File: src/hdl/assert_macros.svh
// ----------------------------------------------------------------------------
// Assertion macros
// Shared shorthand for the clocked concurrent checks in the RTL.
// ----------------------------------------------------------------------------
`ifndef ASSERT_MACROS_SVH
`define ASSERT_MACROS_SVH

// Property checked at every rising edge, switched off while reset is high.
`define ASSERT_CLKD(label, clk, rst, prop, msg) \
  label: assert property (@(posedge clk) disable iff (rst) prop) else $error(msg);

// Property checked at every rising edge, reset included.
`define ASSERT_ALWAYS(label, clk, prop, msg) \
  label: assert property (@(posedge clk) prop) else $error(msg);

`endif

File: src/hdl/ieba_pkg.sv
// ----------------------------------------------------------------------------
// ieba_pkg
// Types and constants shared by the interrupt entry buffer allocator.
// ----------------------------------------------------------------------------
`default_nettype none

package ieba_pkg;

  localparam int BUFFER_SIZE   = 16;
  localparam int PAYLOAD_WIDTH = 32;
  localparam int IDX_W         = $clog2(BUFFER_SIZE);
  localparam int COUNT_W       = $clog2(BUFFER_SIZE + 1);
  localparam int MODE_W        = 3;
  localparam int STATUS_W      = 2;

  localparam logic [COUNT_W-1:0] THRESHOLD_RESET = COUNT_W'(12);

  // Operation codes.
  localparam logic [MODE_W-1:0] MODE_ALLOC     = 3'd0;
  localparam logic [MODE_W-1:0] MODE_ALLOC_PAY = 3'd1;
  localparam logic [MODE_W-1:0] MODE_CLEAR     = 3'd2;
  localparam logic [MODE_W-1:0] MODE_FLUSH     = 3'd3;
  localparam logic [MODE_W-1:0] MODE_READ      = 3'd4;
  localparam logic [MODE_W-1:0] MODE_WRITE     = 3'd5;

  // Result status codes.
  localparam logic [STATUS_W-1:0] STATUS_OK      = 2'd0;
  localparam logic [STATUS_W-1:0] STATUS_FULL    = 2'd1;
  localparam logic [STATUS_W-1:0] STATUS_INVALID = 2'd2;

  typedef struct packed {
    logic [MODE_W-1:0]        mode;
    logic [IDX_W-1:0]         entry_index;
    logic [PAYLOAD_WIDTH-1:0] payload_in;
    logic                     exec_in;
  } cmd_t;

  typedef struct packed {
    logic [STATUS_W-1:0]      status;
    logic [IDX_W-1:0]         alloc_index;
    logic [PAYLOAD_WIDTH-1:0] payload_out;
    logic                     exec_out;
    logic [COUNT_W-1:0]       occupancy;
    logic                     is_empty;
    logic                     is_full;
    logic                     at_threshold;
  } result_t;

  // Sequencer to scan unit.
  typedef struct packed {
    logic             load;
    logic [IDX_W-1:0] load_value;
    logic             step;
  } scan_ctrl_t;

  // Scan unit to sequencer: the entry under the cursor.
  typedef struct packed {
    logic [IDX_W-1:0] cursor;
    logic             valid;
    logic             exec;
    logic             last;
  } scan_stat_t;

endpackage

`default_nettype wire

File: src/hdl/interrupt_entry_buffer_allocator.sv
// ----------------------------------------------------------------------------
// interrupt_entry_buffer_allocator
// Buffer of interrupt entries with lowest-free-entry allocation, clear,
// partial flush, read and write, driven by a small sequencer over a shared
// entry cursor.
// ----------------------------------------------------------------------------
// Usage. A command word is taken on cmd at a rising edge where start is high
// and busy is low. Exactly one result word per command appears on result for
// a single cycle, marked by done; the receiver has no means to hold it off,
// so it must capture the word in that cycle. busy drops in the cycle that
// shows done, so the next command may be taken in that very cycle.
// The time from acceptance to the done cycle is set by the cursor, which
// examines one entry per cycle: an allocation walks from entry zero up to
// the first free entry, or through the whole buffer when it is full; a
// partial flush walks the whole buffer; clear, write and the unused codes
// look at the addressed entry only; a read also waits for the memory, whose
// read data is registered. The block works on one command at a time and
// takes no new one while busy is high. The threshold register is written
// with cfg_we and cfg_wdata; the user must write it only while idle, as the
// block itself does not enforce this.
// Synchronous reset empties the buffer, clears the count and sets the
// threshold to twelve; the payload memory is not cleared, since an entry is
// always written when it is allocated and only valid entries are ever read.
// ----------------------------------------------------------------------------
`default_nettype none

`include "assert_macros.svh"

module interrupt_entry_buffer_allocator import ieba_pkg::*; (
  input  logic               clk,
  input  logic               rst,
  input  logic               start,
  output logic               busy,
  input  cmd_t               cmd,
  input  logic               cfg_we,
  input  logic [COUNT_W-1:0] cfg_wdata,
  output logic               done,
  output result_t            result
);

  typedef enum logic [2:0] {
    S_IDLE,
    S_ALLOC,
    S_FLUSH,
    S_SINGLE,
    S_READ
  } state_t;

  state_t                   state, state_next;
  cmd_t                     cmd_q;
  logic [BUFFER_SIZE-1:0]   valid_bits, valid_next;
  logic [BUFFER_SIZE-1:0]   exec_bits, exec_next;
  logic [COUNT_W-1:0]       entry_count, count_next;
  logic [COUNT_W-1:0]       threshold;
  result_t                  res_next;
  logic                     finish;

  scan_ctrl_t               scan_ctrl;
  scan_stat_t               scan_stat;

  logic                     ram_we;
  logic [PAYLOAD_WIDTH-1:0] ram_wdata;
  logic [PAYLOAD_WIDTH-1:0] ram_rdata;
  logic                     alloc_pay;

  // The cursor serves every operation: it walks the entries for allocation
  // and flush, and simply holds the addressed entry for the single accesses.
  ieba_scan u_scan (
    .clk        (clk),
    .rst        (rst),
    .ctrl       (scan_ctrl),
    .valid_bits (valid_bits),
    .exec_bits  (exec_bits),
    .stat       (scan_stat)
  );

  // Payload words live in memory, addressed by the cursor for both ports.
  ieba_payload_ram u_ram (
    .clk   (clk),
    .we    (ram_we),
    .waddr (scan_stat.cursor),
    .wdata (ram_wdata),
    .raddr (scan_stat.cursor),
    .rdata (ram_rdata)
  );

  assign busy      = (state != S_IDLE);
  assign alloc_pay = (cmd_q.mode == MODE_ALLOC_PAY);

  always_comb begin
    state_next           = state;
    valid_next           = valid_bits;
    exec_next            = exec_bits;
    count_next           = entry_count;
    ram_we               = 1'b0;
    ram_wdata            = cmd_q.payload_in;
    scan_ctrl            = '0;
    finish               = 1'b0;
    res_next             = '0;
    res_next.status      = STATUS_OK;

    unique case (state)
      S_IDLE: begin
        if (start) begin
          scan_ctrl.load       = 1'b1;
          scan_ctrl.load_value = cmd.entry_index;
          case (cmd.mode) inside
            MODE_ALLOC, MODE_ALLOC_PAY: begin
              scan_ctrl.load_value = '0;
              state_next           = S_ALLOC;
            end
            MODE_FLUSH: begin
              scan_ctrl.load_value = '0;
              state_next           = S_FLUSH;
            end
            default: begin
              state_next = S_SINGLE;
            end
          endcase
        end
      end

      // Lowest free entry wins; the search stops at the first one found.
      S_ALLOC: begin
        if (!scan_stat.valid) begin
          valid_next[scan_stat.cursor] = 1'b1;
          exec_next[scan_stat.cursor]  = alloc_pay & cmd_q.exec_in;
          ram_we                       = 1'b1;
          ram_wdata                    = alloc_pay ? cmd_q.payload_in : '0;
          count_next                   = entry_count + COUNT_W'(1);
          res_next.alloc_index         = scan_stat.cursor;
          finish                       = 1'b1;
        end else if (scan_stat.last) begin
          res_next.status = STATUS_FULL;
          finish          = 1'b1;
        end else begin
          scan_ctrl.step = 1'b1;
        end
      end

      // Every valid entry with its exec flag set is dropped on the way past.
      S_FLUSH: begin
        if (scan_stat.valid && scan_stat.exec) begin
          valid_next[scan_stat.cursor] = 1'b0;
          exec_next[scan_stat.cursor]  = 1'b0;
          count_next                   = entry_count - COUNT_W'(1);
        end
        if (scan_stat.last) begin
          finish = 1'b1;
        end else begin
          scan_ctrl.step = 1'b1;
        end
      end

      S_SINGLE: begin
        finish = 1'b1;
        case (cmd_q.mode)
          MODE_CLEAR: begin
            // Clearing an entry that is already free leaves the count alone.
            if (scan_stat.valid) begin
              valid_next[scan_stat.cursor] = 1'b0;
              exec_next[scan_stat.cursor]  = 1'b0;
              count_next                   = entry_count - COUNT_W'(1);
            end
          end
          MODE_WRITE: begin
            if (scan_stat.valid) begin
              ram_we                      = 1'b1;
              exec_next[scan_stat.cursor] = cmd_q.exec_in;
            end else begin
              res_next.status = STATUS_INVALID;
            end
          end
          MODE_READ: begin
            if (scan_stat.valid) begin
              // The memory read for this entry is under way; wait for it.
              finish     = 1'b0;
              state_next = S_READ;
            end else begin
              res_next.status = STATUS_INVALID;
            end
          end
          default: begin
          end
        endcase
      end

      S_READ: begin
        res_next.payload_out = ram_rdata;
        res_next.exec_out    = scan_stat.exec;
        finish               = 1'b1;
      end

      default: begin
        state_next = S_IDLE;
      end
    endcase

    if (finish) begin
      state_next = S_IDLE;
    end

    // Flags always describe the buffer as it stands after this command.
    res_next.occupancy    = count_next;
    res_next.is_empty     = (count_next == '0);
    res_next.is_full      = (count_next == COUNT_W'(BUFFER_SIZE));
    res_next.at_threshold = (count_next >= threshold);
  end

  always_ff @(posedge clk) begin
    if (rst) begin
      state       <= S_IDLE;
      valid_bits  <= '0;
      exec_bits   <= '0;
      entry_count <= '0;
      threshold   <= THRESHOLD_RESET;
      done        <= 1'b0;
    end else begin
      state       <= state_next;
      valid_bits  <= valid_next;
      exec_bits   <= exec_next;
      entry_count <= count_next;
      done        <= finish;
      if (cfg_we) begin
        threshold <= cfg_wdata;
      end
    end
    if (state == S_IDLE && start) begin
      cmd_q <= cmd;
    end
    if (finish) begin
      result <= res_next;
    end
  end

  // The running count must always agree with the valid bits.
  `ASSERT_CLKD(a_count_matches, clk, rst, entry_count == $countones(valid_bits), "count out of step with valid bits")
  // A result is only ever shown with the sequencer back at rest.
  `ASSERT_CLKD(a_done_idle, clk, rst, done |-> !busy, "done raised while busy")
  // Every command passes through a working state, so strobes never abut.
  `ASSERT_CLKD(a_done_single, clk, rst, done |=> !done, "done high on two cycles in a row")
  // An accepted command always occupies the sequencer in the next cycle.
  `ASSERT_CLKD(a_accept_busy, clk, rst, (start && !busy) |=> busy, "command accepted but not busy")
  // A refused allocation can only happen with every entry in use.
  `ASSERT_CLKD(a_full_status, clk, rst, (done && result.status == STATUS_FULL) |-> result.is_full, "full status with free entries")

endmodule

`default_nettype wire

File: src/hdl/ieba_payload_ram.sv
// ----------------------------------------------------------------------------
// ieba_payload_ram
// Payload word store: one write port, one read port with registered data.
// ----------------------------------------------------------------------------
`default_nettype none

module ieba_payload_ram import ieba_pkg::*; (
  input  logic                     clk,
  input  logic                     we,
  input  logic [IDX_W-1:0]         waddr,
  input  logic [PAYLOAD_WIDTH-1:0] wdata,
  input  logic [IDX_W-1:0]         raddr,
  output logic [PAYLOAD_WIDTH-1:0] rdata
);

  logic [PAYLOAD_WIDTH-1:0] mem [BUFFER_SIZE];

  always_ff @(posedge clk) begin
    if (we) begin
      mem[waddr] <= wdata;
    end
  end

  always_ff @(posedge clk) begin
    rdata <= mem[raddr];
  end

endmodule

`default_nettype wire

File: src/hdl/ieba_scan.sv
// ----------------------------------------------------------------------------
// ieba_scan
// Entry cursor shared by every operation: it is loaded with the addressed
// entry or with zero, steps one entry per cycle while step is high, and
// presents that entry's valid and exec bits.
// ----------------------------------------------------------------------------
`default_nettype none

module ieba_scan import ieba_pkg::*; (
  input  logic                   clk,
  input  logic                   rst,
  input  scan_ctrl_t             ctrl,
  input  logic [BUFFER_SIZE-1:0] valid_bits,
  input  logic [BUFFER_SIZE-1:0] exec_bits,
  output scan_stat_t             stat
);

  logic [IDX_W-1:0] cursor;

  always_ff @(posedge clk) begin
    if (rst) begin
      cursor <= '0;
    end else if (ctrl.load) begin
      cursor <= ctrl.load_value;
    end else if (ctrl.step) begin
      cursor <= cursor + IDX_W'(1);
    end
  end

  always_comb begin
    stat.cursor = cursor;
    stat.valid  = valid_bits[cursor];
    stat.exec   = exec_bits[cursor];
    stat.last   = (cursor == IDX_W'(BUFFER_SIZE - 1));
  end

endmodule

`default_nettype wire
File: config.mk
export PLATFORM = sky130hd
export DESIGN_NAME = interrupt_entry_buffer_allocator
export DESIGN_NICKNAME = d
export VERILOG_FILES = /design/src/hdl/ieba_pkg.sv /design/src/hdl/interrupt_entry_buffer_allocator.sv /design/src/hdl/ieba_payload_ram.sv /design/src/hdl/ieba_scan.sv
export VERILOG_INCLUDE_DIRS = /design/src /design/src/hdl
export SDC_FILE = /design/constraint.sdc
export NUM_CORES = 1
export LEC_CHECK = 0
export BUFFER_PORTS_ARGS = -buffer_cell sky130_fd_sc_hd__buf_2
export CORE_UTILIZATION = 46
export DETAILED_ROUTE_END_ITERATION = 16
export HOLD_SLACK_MARGIN = 0.06
export SYNTH_ARGS = -nofsm -noshare
export SYNTH_HDL_FRONTEND = slang
export SYNTH_SLANG_ARGS = --single-unit
export TNS_END_PERCENT = 20
File: constraint.sdc
create_clock -name clk -period 5.1 [get_ports clk]
set_input_delay 0.765 -clock clk [delete_from_list [all_inputs] [get_ports clk]]
set_output_delay 0.765 -clock clk [all_outputs]
set_load 0.01 [all_outputs]
==> results of run 1 <==
stage by stage:
step	instances	utilization [%]	hold WS, ns	power, mW	area (µm²)
after floorplan	1338	-	0.434	7.99	26100
after global placement	2148	49.2	0.450	8.59	27700
after detailed placement	2148	49.2	0.450	8.62	27700
after CTS	2281	53.4	0.292	13.8	30000
after global routing	2281	53.4	0.306	14.1	30000
final	2281	53.4	0.332	13.6	30000
final timing paths:
kind	startpoint	to	slack [ns]
worst min register to register	flip-flop	flip-flop	0.46
worst max-delay path	u_scan.cursor[1]	result[0]	0.97
worst max register to register	u_scan.cursor[1]	result[0]	0.97
worst min-delay path	cmd[13]	cmd_q[13]	0.33
flip-flops by register name, indices dropped and copies added (netlist names), named ones only:
name	cells
state	3
u_ram.rdata	32
done	1
threshold	5
entry_count	5
cmd_q	36
u_ram.mem	512
result	47
u_scan.cursor	4
area by class of cell:
cell class / count / share of cell area, %
Clock inverter: 42 / 1.37
Timing Repair Buffer: 132 / 2.57
Multi-Input combinational cell: 565 / 21.3
Tap cell: 756 / 3.15
Inverter: 18 / 0.225
Clock buffer: 91 / 6.41
Sequential cell: 677 / 65.0
layer usage:
metal | share of wire (%) | wire length (µm) | global-route usage [%] | vias to the layer above
li1 | - | - | - | 5662
met1 | 44 | 26100 | 29.6 | 6940
met2 | 50 | 29200 | 34.4 | 333
met3 | 4.5 | 2660 | 3.15 | 57
met4 | 1.5 | 902 | 5.77 | 0
met5 | 0 | 0 | 0 | -
critical path, delay by kind of cell (launching register included):
| kind | cells | cell delay, ns |
|---|---|---|
| AOI/OAI and AO/OA | 3 | 0.47 |
| xor gates and xnor gates | 1 | 0.20 |
| adders and majority gates | 1 | 0.28 |
| buffers and inverters | 1 | 0.53 |
| DFF | 1 | 0.46 |
| muxes | 2 | 0.73 |
| and+or+nand+nor | 6 | 1.21 |
placed cells by master (no fill, tap or decap), drive strengths merged, types with 4 or more instances in the layout:
cell type,synthesis,layout
o211ai,4,4
ha,11,11
nor3,24,24
a22oi,4,4
mux4,162,162
nor2b,44,44
a311oi,4,4
nand2,45,45
a211oi,6,6
nor2,46,46
buf,28,132
nand3,25,25
o21ai,12,12
nand4,5,5
inv,18,20
and3,38,38
clkinvlp,0,4
bufinv,0,6
mux2i,51,51
clkinv,0,30
a21oi,38,38
dfxtp,82,82
edfxtp,595,595
and2,6,6
nand2b,6,6
clkbuf,50,91
power groups by stage:
stage / sequential, mW / clock (mW) / combinational (mW)
after floorplan: 6.71 / 0 / 1.29
after global placement: 6.74 / 0 / 1.85
after detailed placement: 6.75 / 0 / 1.87
after CTS: 6.63 / 5.27 / 1.88
after global routing: 6.65 / 5.48 / 2.00
final: 6.63 / 5.15 / 1.84
logic make-up (layout without fill, tap and decap cells):
family | Yosys count | count (layout)
xor gates and xnor gates | 4 | 4
adders and majority gates | 11 | 11
muxes | 214 | 214
and+or+nand+nor | 252 | 252
AOI/OAI and AO/OA | 84 | 84
DFF | 677 | 677
buffers and inverters | 96 | 283
==> flow_summary.yaml, run 1 <==
final_layout:
  drive_above_1_share_pct: 29.0
  syn2layout_area_growth_pct: 14.9
  diodes: 0
  final_nets: 1526
  fillers: 4401
  multi_input_area_um2: 6390
  regArea_um2: 19500
power_and_ir_drop:
  combPwrFrac_pct: 13.5
  switching_share_pct: 24.7
  power_density_nw_per_um2: 453
  ir_drop_mv: 0.271
  intPower_mw: 10.3
  p_leak_nw: 9.66
  p_seq_share_pct: 48.7
  p_switching_mw: 3.36
  clockPowerShare_pct: 37.8
critical_path:
  endpoint_kind: "flip-flop"
  cp.required_ns: 5.46
  critPathSlowestCell: "or4b_1"
  critPathMaxStageDelay_ns: 0.59
  cp_max_fo: 38
  critPathKind: "flip-flop to flip-flop"
  crit_path_frequent_cell: "nand2b_1"
  rr_worst_depth: 14
  cp.arrival_ns: 4.49
  cp_cell_sequence: "buf_4, mux2i_1, mux4_2, nand3_1, or4b_1, nor2_4, xnor2_1, ha_1, nand2b_1, a21o_1, a21oi_1, nor2b_1, o21ai_0, nand2b_1"
  start_kind: "flip-flop"
route:
  first_iter_violations: 973
  via_per_inst: 5.70
  dr.pass1.iters: 5
  drt_wl_total_um: 58900
  wl_per_cell_um: 25.8
  ant_nets: 0
  num_vias: 13000
  drc: 0
synthesis:
  yosys_most_used_dff: "edfxtp_1"
  synth-simple-area-share_pct: 5.24
  synth_fa_ha_area_share_pct: 0.526
  synthXorXnorAreaFrac_pct: 0.134
  synth_cell_types: 51
  synth_edf_count: 595
  ys_seq_elements: 677
  yosys.area.top_type_share_pct: 68.3
  synthArstFlopShare_pct: 0
  synth_compound_area_share_pct: 2.02
  synthTopCellsByCount: "595 x edfxtp_1, 162 x mux4_2, 82 x dfxtp_1, 51 x mux2i_1, 50 x clkbuf_1"
  synth_most_common_cell: "edfxtp_1"
  yosysSeqAreaShare_pct: 74.6
  synth_top_area_cell: "edfxtp_1"
  muxShareOfSynthArea_pct: 16.0
  syn_nets: 1398
  avgSynthCellArea_um2: 19.5
  synthCells: 1338
  ys_top_cells_by_area: "edfxtp_1 68%, mux4_2 14%, dfxtp_1 6.3%"
  synth_top_family_by_area: "multiplexers"
  syn_area_um2: 26100
  synth_warnings: 0
clock_tree:
  cts_hold_buf: 0
  clk_pin_slew_worst_paths_ns: 0.06
  cts-root-buf: "clkbuf_16"
  cts_resized: 0
  cts_sinks: 677
  cts_buffers: 72
  max-clock-path-buffers: 3
  cts_tree: "built"
  insertion_delay_ns: 0.61
  post_cts_buffers: 0
  h-tree-depth: 3
sta:
  fmax_ghz: 0.242
  rsz0062_at_grt: "no"
  fin_skew_ns: 0.0178
  tightest_slew_ns: 1.30
  maxSlewViolCount: 0
  setup_viol_count_final: 0
  tns_ns: 0
  fin_crit_sh_pct: 81.0
  layout_min_cycle_time_ns: 4.13
  final-hold-violation-count: 0
  worst_slack_ns: 0.967
  max_slew_margin_pct: 12.8
global_route:
  grt_pass1_vias: 13400
  track_usage_pct: 21.0
  grt_start_max_net_pins: 91
  gr-total-overflow: 0
  antenna_found_initial: 0
  grt_pass1_wl_um: 87000
floorplan:
  core_um2: 56300
  initial_core_util_pct: 46.5
  die_x_um: 240
  dieHeight_um: 240
  rows: 87
  dieArea_um2: 57800
  io-pin-count: 98
placement:
  place_congestion: 0.834
  portBuffers: 97
  post-place-ws_ns: 0.974
  dp_hpwl_um: 31300
hold_path:
  hold_class: "input port to flip-flop"
  hold_depth: 1
job:
  maxCapViolations: 0
status:
  status: "completed"
Note: power is estimated with default switching activity, not from simulation.
==> inputs of run 2 (changes only) <==
- clock period: 5.1 -> 3.5 ns (I/O delays scaled with it)
==> run 2 against run 1 <==
  * Non-clock buffer count rose by 64
  * Critical path type unchanged
  * Design area rose by 2.1%
  * Via count rose by 1.1%
  * Sequential power rose by 45%
  * Worst setup slack got worse by 0.85 ns
  * Largest power group unchanged
  * Critical path depth fell by 1
  * Clock-buffer cell count rose by 7
  * Register-to-register slack got worse by 0.85 ns
  * Maximum frequency rose by 22%
  * Routed wire length fell by 0.25%
  * Highest routed layer unchanged
  * Die area did not move
  * Clock skew rose by 0.0098 ns
==> flow_summary.yaml, run 2 (synthesized netlist as in run 1, its figures left out) <==
status:
  status: "completed"
clock_tree:
  h-tree-depth: 3
  max-clock-path-buffers: 3
  cts_sinks: 677
  clk_pin_slew_worst_paths_ns: 0.06
  cts_buffers: 70
  cts-root-buf: "clkbuf_16"
  cts_tree: "built"
  insertion_delay_ns: 0.61
power_and_ir_drop:
  p_leak_nw: 10.0
  combPwrFrac_pct: 14.8
  power_density_nw_per_um2: 645
  ir_drop_mv: 0.317
  p_switching_mw: 4.81
  p_seq_share_pct: 48.7
  power_mw: 19.8
  switching_share_pct: 24.3
  clockPowerShare_pct: 36.5
  intPower_mw: 15.0
critical_path:
  path_buf_inv: 0
  start_kind: "flip-flop"
  critPathSlowestCell: "or4b_4"
  cp_cell_sequence: "mux2i_1, mux4_2, a311o_1, or4b_4, nor2_4, xnor2_1, ha_1, nand2b_1, a21o_1, a21oi_1, nor2b_1, o21ai_0, nand2b_1"
  rr_startpoint: "u_scan.cursor[1]"
  critPathMaxStageDelay_ns: 0.57
  cp.arrival_ns: 3.72
  cp_max_fo: 7
  cp.required_ns: 3.84
  endpoint_kind: "flip-flop"
  rr_worst_depth: 13
  ff2ff_setup_slack_ns: 0.12
  critPathKind: "flip-flop to flip-flop"
  r2r_end: "result[0]"
  cp_top_family: "simple AND/OR/NAND/NOR gates"
  crit_path_frequent_cell: "nand2b_1"
sta:
  fmax_ghz: 0.296
  maxSlewViolCount: 0
  rsz0062_at_grt: "yes"
  max_slew_margin_pct: 17.8
  tightest_slew_ns: 1.22
  fin_crit_sh_pct: 96.6
  final-hold-violation-count: 0
  fin_skew_ns: 0.0276
  setup_viol_count_final: 0
  layout_min_cycle_time_ns: 3.38
  hold_slack_ns: 0.0946
  tns_ns: 0
floorplan:
  die_x_um: 240
  initial_core_util_pct: 46.5
  dieArea_um2: 57800
  dieHeight_um: 240
  io-pin-count: 98
  rows: 87
  core_um2: 56300
global_route:
  grt_pass1_wl_um: 87700
  track_usage_pct: 21.1
  grt_pass1_vias: 13600
  antenna_found_initial: 1
  gr-total-overflow: 0
  grt_start_max_net_pins: 65
placement:
  dp.cells: 2208
  portBuffers: 97
  place_congestion: 0.849
  dp_hpwl_um: 31500
route:
  m1WireLength_um: 25400
  via_per_inst: 5.62
  ant_nets: 0
  dr.max_layer_used: "met4"
  num_vias: 13100
  dr_wl_met2_um: 29100
  wl_per_cell_um: 25.1
  drc: 0
  first_iter_violations: 1068
  dr.pass1.iters: 5
  drt_wl_total_um: 58700
  met3_length_um: 2860
final_layout:
  final_cell_mix: "595 x edfxtp_1, 162 x mux4_2, 97 x buf_2"
  regArea_um2: 19500
  reg_top3: "u_ram.mem x512, result x47, cmd_q x36"
  regMostFlops: "u_ram.mem"
  multi_input_area_um2: 6420
  drive_above_1_share_pct: 31.9
  layout_commonest_cell: "edfxtp_1"
  utilization_pct: 54.5
  final_cells: 2337
  diodes: 0
  syn2layout_area_growth_pct: 17.3
  fillers: 4379
  largest_register_ff_count: 512
  final_nets: 1588
hold_path:
  min_from: "cmd[8]"
  hold_depth: 1
  holdPathEnd: "cmd_q[8]"
  hold_class: "input port to flip-flop"
job:
  maxCapViolations: 0
[run 2: cell types whose count changed in the layout (fill, tap and decap cells not counted), moves of 2 or more]
cell / delta
clkbuf_8: +5
nor2b_1: -6
clkinvlp_4: -4
clkinv_1: -4
buf_12: +18
buf_4: +44
clkbuf_16: -2
clkinv_2: -3
dlygate4sd3_1: +2
nor2b_2: +6
clkbuf_1: +4
bufinv_16: -2
clkinv_8: -2
[run 2: power by group through the flow]
stage / registers [mW] / logic [mW] / clock network, mW
2_1_floorplan: 9.77 / 1.88 / 0
3_3_place_gp: 9.79 / 2.90 / 0
3_5_place_dp: 9.79 / 2.95 / 0
4_1_cts: 9.63 / 2.98 / 7.38
5_1_grt: 9.65 / 3.18 / 7.67
6_report: 9.62 / 2.93 / 7.21
[run 2: layer usage]
layer  GRT usage (%)  vias to the layer above
met5               0                        -
met4            6.91                        0
met3            3.11                       88
met2            34.3                      360
met1            29.4                     6898
li1                -                     5794
[run 2: how the worst max path moves through the flow]
stage	start	cells after the start	slack, ns	to
3_3_place_gp	u_scan.cursor[3]	11	-0.03	u_ram.mem[2][5]
3_5_place_dp	u_scan.cursor[3]	11	-0.06	u_ram.mem[5][6]
2_1_floorplan	u_scan.cursor[3]	10	-0.24	u_ram.mem[3][0]
5_1_grt	u_scan.cursor[3]	14	-0.03	result[0]
6_report	u_scan.cursor[1]	13	0.12	result[0]
4_1_cts	u_scan.cursor[1]	13	0.03	result[0]
[run 2: layout make-up]
cell class / count / area share, %
clock buffers: 98 / 6.39
clock inverters: 27 / 0.845
inverters: 18 / 0.220
multi-input cells: 565 / 20.9
flip-flops and latches: 677 / 63.7
well taps: 756 / 3.09
repair buffers: 196 / 4.84
[run 2: per-stage QoR]
step,area [µm²],setup slack (ns)
after floorplan,26100,-0.245
after global placement,28400,-0.0289
after detailed placement,28400,-0.0568
after CTS,30600,0.0280
after global routing,30700,-0.0344
final,30700,0.119
[run 2: what timing repair did]
item	in CTS	in global routing
hold buffers	2	0
pin swaps	0	1
cloned	0	0
setup endpoints to repair	209	105
buffers inserted	2	0
endpoints found under the hold margin	2	0
gates resized for setup	1	7
==> inputs of run 3 (changes only) <==
- clock period: 3.5 -> 3 ns (I/O delays scaled with it)
==> run 3 against run 2 <==
  * The flow now finishes with violations (setup timing)
  * Routed wire length rose by 1.8%
  * Highest routed layer unchanged
  * Clock skew down 0.0084 ns
  * Clock power up 20%
  * Non-clock buffer count up 104
  * Worst hold slack better by 0.0092 ns
  * First-iteration DRC count down 0.94%
  * Sequential share of layout area down 2.5 points
  * Clock-buffer cell count down 14
  * Utilization increased by 2.2 points
==> flow_summary.yaml, run 3 (synthesized netlist as in run 1, its figures left out) <==
global_route:
  antenna_found_initial: 1
  gr-total-overflow: 0
  track_usage_pct: 21.4
  grt_pass1_wl_um: 89000
  grt_pass1_vias: 14000
  grt_start_max_net_pins: 61
placement:
  portBuffers: 97
  post-place-ws_ns: -0.384
  place_area_um2: 29100
  dp.cells: 2272
  dp_hpwl_um: 34300
  place_congestion: 0.872
route:
  wl_per_cell_um: 24.5
  num_vias: 13400
  ant_nets: 0
  dr.pass1.iters: 4
  via_per_inst: 5.50
  drc: 0
  drt_wl_total_um: 59800
  first_iter_violations: 1058
floorplan:
  io-pin-count: 98
  rows: 87
  die_x_um: 240
  initial_core_util_pct: 46.5
  core_um2: 56300
  dieHeight_um: 240
  dieArea_um2: 57800
hold_path:
  hold_class: "input port to flip-flop"
  min_from: "cfg_wdata[1]"
sta:
  worst_slack_ns: -0.258
  fin_crit_sh_pct: 109
  fin_skew_ns: 0.0192
  final-hold-violation-count: 0
  tns_ns: -0.290
  fmax_ghz: 0.307
  max_slew_margin_pct: 38.1
  maxSlewViolCount: 0
  layout_min_cycle_time_ns: 3.26
  tightest_slew_ns: 0.928
  rsz0062_at_grt: "yes"
  hold_slack_ns: 0.104
  setup_viol_count_final: 2
final_layout:
  syn2layout_area_growth_pct: 22.0
  diodes: 0
  largest_register_ff_count: 512
  multi_input_area_um2: 6450
  layout_commonest_cell: "edfxtp_1"
  final_cell_mix: "595 x edfxtp_1, 162 x mux4_2, 121 x buf_4"
  reg_top3: "u_ram.mem x512, result x47, cmd_q x36"
  final_area_um2: 31900
  regMostFlops: "u_ram.mem"
  fillers: 4258
  final_cells: 2439
  drive_above_1_share_pct: 34.3
  utilization_pct: 56.7
  regArea_um2: 19500
  final_nets: 1690
critical_path:
  cp.required_ns: 3.35
  endpoint_kind: "flip-flop"
  cp_max_fo: 5
  start_kind: "flip-flop"
  ff2ff_setup_slack_ns: -0.26
  critPathKind: "flip-flop to flip-flop"
  cp.arrival_ns: 3.60
  rr_startpoint: "u_scan.cursor[1]"
  startpoint: "u_scan.cursor[1]"
clock_tree:
  cts_buffers: 68
  cts_sinks: 677
  insertion_delay_ns: 0.60
  max-clock-path-buffers: 3
  cts_tree: "built"
  h-tree-depth: 3
  cts-root-buf: "clkbuf_16"
  clk_pin_slew_worst_paths_ns: 0.06
job:
  maxCapViolations: 0
power_and_ir_drop:
  p_leak_nw: 10.6
  power_density_nw_per_um2: 739
  power_mw: 23.6
  ir_drop_mv: 0.396
status:
  violations: "setup timing"
  status: "finished, violations left"
[run 3: cell types whose count changed in the layout (fill, tap and decap cells not counted), moves of 5 or more]
cell           change
clkinv_1           +5
bufinv_16          +5
clkbuf_1          -10
buf_12            +20
dlygate4sd3_1     +35
nor2b_2            -6
nor2b_1            +6
buf_6              +5
buf_4             +44
[run 3: cell type report]
type	instances	share of cell area (%)
tap	756	2.97
timing repair buffer	300	8.22
inverter	18	0.235
sequential	677	61.2
clock inverter	39	1.39
clock buffer	84	5.75
multi-input combinational	565	20.2
[run 3: routing by layer]
layer / up-vias / part of all wire, % / GRT usage, %
met3: 88 / 4.4 / 3.09
met2: 321 / 51 / 36.0
met1: 6999 / 43 / 29.0
met5: - / 0 / 0
li1: 6006 / - / -
met4: 0 / 2.3 / 6.70
[run 3: path summary, 6_finish.rpt]
| check | depth (start not counted) | to |
|---|---|---|
| worst max-delay path | 13 | result[0] |
| worst min-delay path | 3 | threshold[1] |
| worst max register to register | 13 | result[0] |
| worst min register to register | 2 | flip-flop |
[run 3: what timing repair did]
action,in CTS,in global routing
endpoints found under the hold margin,37,0
hold buffers,37,0
gates resized for setup,12,2
setup endpoints to repair,409,474
pin swaps,5,0
buffers inserted,7,0
[run 3: critical path, cell delays in order, from the launching register on]
cell and delay (ns):
dfxtp_4 0.37, mux2i_1 0.14, mux4_2 0.49, a311o_1 0.31, or4b_4 0.54, nor2_4 0.13
xnor2_2 0.14, ha_1 0.25, nand2b_4 0.13, a21o_1 0.16, a21oi_2 0.11, nor2b_1 0.05
o21ai_1 0.13, nand2b_1 0.06
[run 3: power by group]
group / internal [mW] / total (mW) / switching, mW
Clock: 5.14 / 8.66 / 3.52
Combinational: 1.66 / 3.66 / 2.00
Sequential: 11.1 / 11.2 / 0.180
Total: 17.9 / 23.6 / 5.70
